$ cat src/design/fcdc_pkg.sv
package fcdc_pkg;

	// Default values of the top-level parameters.
	localparam int SOURCE_CLOCK_HZ_DEF = 500000000;
	localparam int FRACTION_BITS_DEF   = 12;

	// Field widths.
	localparam int CARRIER_W = 29;
	localparam int TONE_W    = 16;
	localparam int DEN_W     = 30;
	localparam int WORD_W    = 31;
	localparam int PART_W    = 12;
	localparam int INT_W     = 12;

	// Divider register word password and its position.
	localparam logic [7:0] PASSWORD       = 8'h5a;
	localparam int         PASSWORD_SHIFT = 24;

	// Configuration port.
	localparam int APB_ADDR_W = 3;
	localparam int APB_DATA_W = 32;
	localparam logic REG_CARRIER = 1'b0;

	// Control bits that travel down the cell chain with each beat.
	typedef struct packed {
		logic valid;
		logic neg;
	} fcdc_ctl_t;

	// One result beat.
	typedef struct packed {
		logic [WORD_W-1:0] divider_word;
		logic [PART_W-1:0] integer_part;
		logic [PART_W-1:0] fraction_part;
		logic              out_of_range;
	} fcdc_result_t;

endpackage

$ cat src/design/fcdc_out_buf.sv
// Output register with a one-entry skid buffer. The chain is held while
// the skid entry is occupied.
module fcdc_out_buf (
	input  logic                   clk,
	input  logic                   arst_n,
	input  logic                   push,
	input  fcdc_pkg::fcdc_result_t push_data,
	output logic                   full,
	output logic                   out_valid,
	output fcdc_pkg::fcdc_result_t out_data,
	input  logic                   out_ready
);

	logic                   out_valid_q;
	fcdc_pkg::fcdc_result_t out_data_q;
	logic                   skid_valid_q;
	fcdc_pkg::fcdc_result_t skid_data_q;
	logic                   out_free;

	assign out_free = !out_valid_q || out_ready;

	always_ff @(posedge clk or negedge arst_n) begin
		if (!arst_n) begin
			out_valid_q  <= 1'b0;
			skid_valid_q <= 1'b0;
		end else if (skid_valid_q) begin
			if (out_free) begin
				out_valid_q  <= 1'b1;
				skid_valid_q <= 1'b0;
			end
		end else if (push) begin
			if (out_free) begin
				out_valid_q <= 1'b1;
			end else begin
				skid_valid_q <= 1'b1;
			end
		end else if (out_free) begin
			out_valid_q <= 1'b0;
		end
	end

	always_ff @(posedge clk) begin
		if (skid_valid_q) begin
			if (out_free) begin
				out_data_q <= skid_data_q;
			end
		end else if (push) begin
			if (out_free) begin
				out_data_q <= push_data;
			end else begin
				skid_data_q <= push_data;
			end
		end
	end

	assign full      = skid_valid_q;
	assign out_valid = out_valid_q;
	assign out_data  = out_data_q;

endmodule

$ cat config.mk
export PLATFORM = sky130hd
export DESIGN_NAME = fcdc_out_buf
export DESIGN_NICKNAME = d
export VERILOG_FILES = /design/src/design/fcdc_pkg.sv /design/src/design/fcdc_out_buf.sv
export SDC_FILE = /design/constraint.sdc
export NUM_CORES = 1
export LEC_CHECK = 0
export BUFFER_PORTS_ARGS = -buffer_cell sky130_fd_sc_hd__buf_2
export CORE_ASPECT_RATIO = 1.2
export CORE_MARGIN = 2
export CORE_UTILIZATION = 51
export DETAILED_ROUTE_END_ITERATION = 8
export PLACE_DENSITY = 0.78
export SLEW_MARGIN = 20
export SYNTH_ARGS = -nofsm -noshare
export SYNTH_HDL_FRONTEND = slang
export SYNTH_SLANG_ARGS = --single-unit
export TNS_END_PERCENT = 10
$ cat constraint.sdc
create_clock -name clk -period 6 [get_ports clk]
set_input_delay 0.3 -clock clk [delete_from_list [all_inputs] [get_ports clk]]
set_output_delay 0.3 -clock clk [all_outputs]
set_load 0.02 [all_outputs]
Word-level counts from Yosys, hierarchy flattened
Cells that the tools add are included.
- bitwise gates (word level): 2
- mux-type cells: 11
- reduce and logical (&&, ||, !) cells: 6
- operators with widths (cell ; count):
    56-bit 2-to-1 mux ; 4
    1-bit 2-to-1 mux ; 7
    3-bit AND reduction ; 1
    3-bit nonzero test ; 1
    1-bit inverter ; 2
    2-bit AND reduction ; 1
    2-bit nonzero test ; 1
    1-bit zero test ; 1
    1-bit logical OR ; 1
- output and inout port bits: 58
- flip-flop bits (word level): 114

Longest topological paths before layout
Gate-level depths: netlist (run 1).
- word-level depth: 5
- gate-level depth with buffers: 5
- depth with buffers taken out: 2

Worst setup path after synthesis (run 1)
OpenSTA, ideal clock, no wires.
- kind: reg2reg
- start point: register skid_valid_q, in the netlist full
- end point: register skid_data_q[0] in the netlist's numbering (enable)
- path slack: 0.472 ns
- data required time: 5.450 ns
- setup time: 0.550 ns
- path buffers: 3
- stages on the path, launching flop included: 5
- arrival time: 4.978 ns
- path through: dfrtp_1 > buf_6 > buf_6 > buf_6 > nor3b_1
- longest elaborated chain between the ends: 2
- RTL lines (what ; line ; text):
    start, declared ; fcdc_out_buf.sv:16 ; logic skid_valid_q;
    start signal, assigned ; fcdc_out_buf.sv:25 ; skid_valid_q <= 1'b0;
    start signal, assigned ; fcdc_out_buf.sv:29 ; skid_valid_q <= 1'b0;
    start signal, assigned ; fcdc_out_buf.sv:35 ; skid_valid_q <= 1'b1;
    1-bit inverter (no line) ; - ;
    3-bit AND reduction (no line) ; - ;
    end signal, assigned ; fcdc_out_buf.sv:51 ; skid_data_q <= push_data;
    end, declared ; fcdc_out_buf.sv:17 ; fcdc_pkg::fcdc_result_t skid_data_q;
Every way passes these cells.
A chain may end at the register's enable or synchronous reset.

Worst setup path in the final report (run 1)
- start point: register skid_valid_q, in the netlist full
- end point: output full
- RTL lines (what ; line ; text):
    end, declared ; fcdc_out_buf.sv:8 ; output logic full,
No word-level cell between the ends.

==> flow_summary.toml, run 1 <==
[synthesis]
netlist_top_cells_area = "edfxtp_1 (81%), mux2_2 (13%), mux2_4 (2.5%)"
synth-edff-count = 112
yosys_warnings = 0
syn-num-nets = 243
synth_top_family_by_area = "multiplexers"
syn_area_um2 = 4160
synth_cells = 183
synth_mux_area_share_pct = 15.8
ys_top_cells_by_count = "edfxtp_1 (112), mux2_2 (49), mux2_4 (7)"
synth_flop_cell = "edfxtp_1"
yosysMostFrequentCell = "edfxtp_1"
yosysSeqAreaShare_pct = 82.1
synth_fa_ha_area_share_pct = 0
synth-compound-area-share_pct = 0.181
yosysTopAreaCellShare_pct = 80.9
post_synth_num_cell_types = 11
synth-seq-cells = 114
synth-simple-area-share_pct = 0.602
synth.avg_cell_area_um2 = 22.7
async_flop_share_pct = 1.75
synth_top_area_cell = "edfxtp_1"
yosys.area_share.xor_xnor_pct = 0

[setup_path]
critPathBufInv = 2
worstPathMaxFanout = 59
crit_type = "reg2out"
crit_slowest_cell = "buf_4"
crit_family = "buffers and inverters"
critPathRequiredTime_ns = 5.70
startpoint = "full"
cp-end-kind = "output pin"
cp_cell_sequence = "buf_4 -> buf_2"
slowest_delay_ns = 0.62
start_kind = "flip-flop"
r2r_slack_ns = 4.07
arrival_ns = 1.78
worstReg2RegStart = "out_valid"

[clocking]
numCtsBuffers = 17
htree_levels = 4
cts_tree = "built"
clkSlewWorstSetupHoldPaths_ns = 0.05
cts_num_sinks = 114
clock_latency_ns = 0.51
post_cts_buffers = 0
cts_buffer_depth = 2
root_buffer = "clkbuf_8"

[global_routing]
grt_pass1_vias = 2525
overflow = 0
grt_max_degree = 60
grt_usage_pct = 18.8
antenna_found_initial = 0
grt_pass1_wl_um = 12000

[placed_design]
dpl_cell_area_um2 = 4840
finalWeightedCongestion = 0.676
portBuffers = 117
placed_cells = 392
pre_cts_ws_ns = 4.05
dp_hpwl_um = 4510

[die]
die_area_um2 = 8890
initial_utilization_pct = 51.8
num_io_pins = 118
num_rows = 36
die_x_um = 86.4
die_h_um = 103
core_area_um2 = 8020

[sta]
fin_ws_ns = 3.92
hold_slack_ns = 0.0342
setup_viol = 0
period_needed_ns = 2.08
grt_setup_unrepaired = "no"
tns_ns = 0
worstMarginPinSlew_ns = 0.776
max_slew_margin_pct = 48.3
finClkSkew_ns = 0.00952
hold_viol = 0
max_freq_mhz = 480
fin_crit_sh_pct = 34.7
slew_violations = 0

[final_layout]
diodes = 0
fill_cells = 477
final_cells = 481
fin_util_pct = 75.5
drive_above_1_share_pct = 53.6
fin_area_um2 = 6050
nets = 433
synthToLayoutAreaGrowth_pct = 45.6

[power_and_ir_drop]
vdd_ir_drop_max_mv = 0.271
power.density_nw_per_um2 = 370
leakage_nw = 2.35
design_power_total_mw = 2.24

[detailed_routing]
ant_nets = 0
viasPerCell = 4.95
post-route-drc-count = 0
drt_iter0_drc = 138
wl_um = 8000
num_vias = 2379
drt_pass1_iterations = 6
wire_per_inst_um = 16.6

[min_path]
hold_start = "push"
min_path_type = "in2reg"

[status]
outcome = "finished clean"

[run]
maxCapViolCount = 0
[worst reg2reg max path, cell delays in order (launching register included)]
cell and delay, ns:
dfrtp_1 0.38, nand2b_1 0.15, o21a_2 0.49, buf_4 0.54
[registers in the layout, indices dropped and copies added (netlist names)]
name	cells
full	1
out_data	56
out_valid	1
skid_data_q	56
[area by class of cell]
class                           instances  area [um2]  area share, %
Multi-Input combinational cell         62         696           11.5
Tap cell                               95         119           1.96
Clock buffer                           19         422           6.97
Clock inverter                         13         214           3.54
Timing Repair Buffer                  178        1190           19.6
Sequential cell                       114        3410           56.4
[repair_timing]
action / in CTS / in global routing
hold buffers: 57 / 0
endpoints found under the hold margin: 58 / 0
resized for setup: 0 / 0
[worst paths after layout]
path / to / cells after the start
hold / removal: out_valid / 3
hold reg to reg: out_data[55] / 1
setup / recovery: full / 2
setup reg to reg: out_data[50] / 3
min in group asynchronous: out_valid / 2
max in group asynchronous: full / 2
[power breakdown]
group,switching [mW],internal [mW]
registers,0.0131,0.941
clock network,0.324,0.750
logic,0.114,0.0973
[layout by cell type, fill, tap and decap left out, types with 2 or more instances in the layout]
| cell | synthesis | final |
|---|---|---|
| buf_2 | 4 | 117 |
| edfxtp_1 | 112 | 112 |
| dlygate4sd3_1 | 0 | 57 |
| mux2_2 | 49 | 49 |
| clkbuf_16 | 0 | 16 |
| mux2_4 | 7 | 7 |
| bufinv_16 | 0 | 6 |
| buf_4 | 0 | 4 |
| clkinv_2 | 0 | 3 |
| clkinv_1 | 0 | 3 |
| nor2_1 | 2 | 2 |
| clkbuf_1 | 0 | 2 |
[cell families (layout without fill, tap and decap cells)]
| kind of cell | Yosys count | after routing |
|---|---|---|
| compound gates | 1 | 1 |
| buf+inv | 7 | 210 |
| mux | 56 | 56 |
| simple gates | 5 | 5 |
| flops | 114 | 114 |
[metal layers]
| layer | routed length (um) | share of wire [%] | up-vias | track usage [%] |
|---|---|---|---|---|
| li1 | - | - | 1111 | - |
| met1 | 3130 | 39 | 1174 | 20.8 |
| met2 | 4420 | 55 | 87 | 32.4 |
| met3 | 384 | 4.8 | 7 | 6.65 |
| met4 | 75 | 0.94 | 0 | 9.01 |
| met5 | 0 | 0 | - | 0 |
No activity file was read; power rests on OpenSTA's default activity.
==> inputs of run 2 (changes only) <==
==> constraint.sdc (replaced) <==
create_clock -name clk -period 2 [get_ports clk]
set_input_delay 0.1 -clock clk [delete_from_list [all_inputs] [get_ports clk]]
set_output_delay 0.1 -clock clk [all_outputs]
set_load 0.02 [all_outputs]
==> flow_summary.toml, run 2 (same netlist as run 1, synthesis figures left out) <==
[global_routing]
grt_pass1_vias = 2525
grt_pass1_wl_um = 12400
grt_usage_pct = 19.4
antenna_found_initial = 0
grt_max_degree = 37
overflow = 0

[detailed_routing]
drt_iter0_drc = 166
drt_pass1_iterations = 6
wire_per_inst_um = 16.7
viasPerCell = 4.91
num_vias = 2394
post-route-drc-count = 0
wl_um = 8150
ant_nets = 0

[die]
initial_utilization_pct = 51.8
die_x_um = 86.4
num_io_pins = 118
core_area_um2 = 8020
die_h_um = 103
die_area_um2 = 8890
num_rows = 36

[setup_path]
critPathBufInv = 2
worstPathMaxFanout = 16
crit_type = "reg2out"
critPathRequiredTime_ns = 1.90
crit_slowest_cell = "dfrtp_2"
slowest_delay_ns = 0.60
arrival_ns = 1.64
cp-end-kind = "output pin"
start_kind = "flip-flop"
crit_family = "flip-flops"
cp_cell_sequence = "buf_4 -> buf_2"
r2r_slack_ns = 0.27

[power_and_ir_drop]
leakage_nw = 2.36
power.density_nw_per_um2 = 1030
vdd_ir_drop_max_mv = 0.602

[final_layout]
diodes = 0
fill_cells = 490
register_area_um2 = 3410
final_common_cell = "buf_2"
fin_util_pct = 75.7
synthToLayoutAreaGrowth_pct = 46.1
multi_input_area_um2 = 702
nets = 440
most-common-layout-cells = "buf_2 (117), edfxtp_1 (112), dlygate4sd3_1 (61)"
drive_above_1_share_pct = 53.4

[status]
outcome = "finished clean"

[sta]
finClkSkew_ns = 0.00680
fin_crit_sh_pct = 87.1
grt_setup_unrepaired = "no"
hold_slack_ns = 0.305
hold_viol = 0
max_slew_margin_pct = 74.6
slew_violations = 0
period_needed_ns = 1.74
worstMarginPinSlew_ns = 0.380
setup_viol = 0
max_freq_mhz = 574

[min_path]
min_path_type = "in2reg"

[clocking]
numCtsBuffers = 17
post_cts_buffers = 0
cts_buffer_depth = 2
cts_num_sinks = 114
htree_levels = 4
clock_latency_ns = 0.51
cts_resized = 0
cts_hold_buffers = 61
root_buffer = "clkbuf_8"
clkSlewWorstSetupHoldPaths_ns = 0.05
cts_tree = "built"

[placed_design]
dp_hpwl_um = 4790
finalWeightedCongestion = 0.768
portBuffers = 117

[run]
maxCapViolCount = 0
-- run 2: cell count changes in the layout (fill, tap and decap cells not counted), sizes merged --
cell,before,now
dlygate4sd3,57,61
clkinvlp,1,0
bufinv,6,1
clkinv,6,4
clkbuf,19,27
buf,121,124
-- run 2: where the power goes --
part | internal, mW | total [mW] | switching (mW)
registers | 2.82 | 2.87 | 0.0479
logic | 0.315 | 0.655 | 0.339
clock network | 1.80 | 2.75 | 0.945
-- run 2: worst paths after layout --
check	cells past startpoint	startpoint	end
worst min register to register	1	skid_data_q[42]	out_data[42]
worst min-delay path	2	push_data[44]	skid_data_q[44]
worst max-delay path	2	full	full
min in group asynchronous	3	arst_n	out_valid
worst max register to register	4	full	out_valid
max in group asynchronous	3	arst_n	full
-- run 2: layout make-up --
class	count	area share, %
Tap cell	95	1.96
Clock inverter	5	0.824
Multi-Input combinational cell	62	11.6
Timing Repair Buffer	185	21.2
Sequential cell	114	56.2
Clock buffer	27	8.26
-- run 2: per-stage QoR --
step / power, mW / TNS, ns / area, um2 / instances / setup WS (ns)
finish: 6.27 / 0 / 6070 / 488 / 0.258
global route: 6.49 / 0 / 6070 / 488 / 0.158
CTS: 6.32 / 0 / 6070 / 488 / 0.213
detailed placement: 3.48 / 0 / 4910 / 395 / 0.434
global placement: 3.46 / 0 / 4910 / 395 / 0.467
floorplan: 3.26 / -73.37 / 4170 / 183 / -0.753
-- run 2: routing by layer --
layer | part of all wire [%] | track usage, % | wire, um | vias up
li1 | - | - | - | 1127
met1 | 40 | 22.6 | 3260 | 1145
met2 | 52 | 31.4 | 4220 | 102
met3 | 5.2 | 6.65 | 424 | 20
met4 | 3.0 | 10.9 | 244 | 0
met5 | 0 | 0 | 0 | -
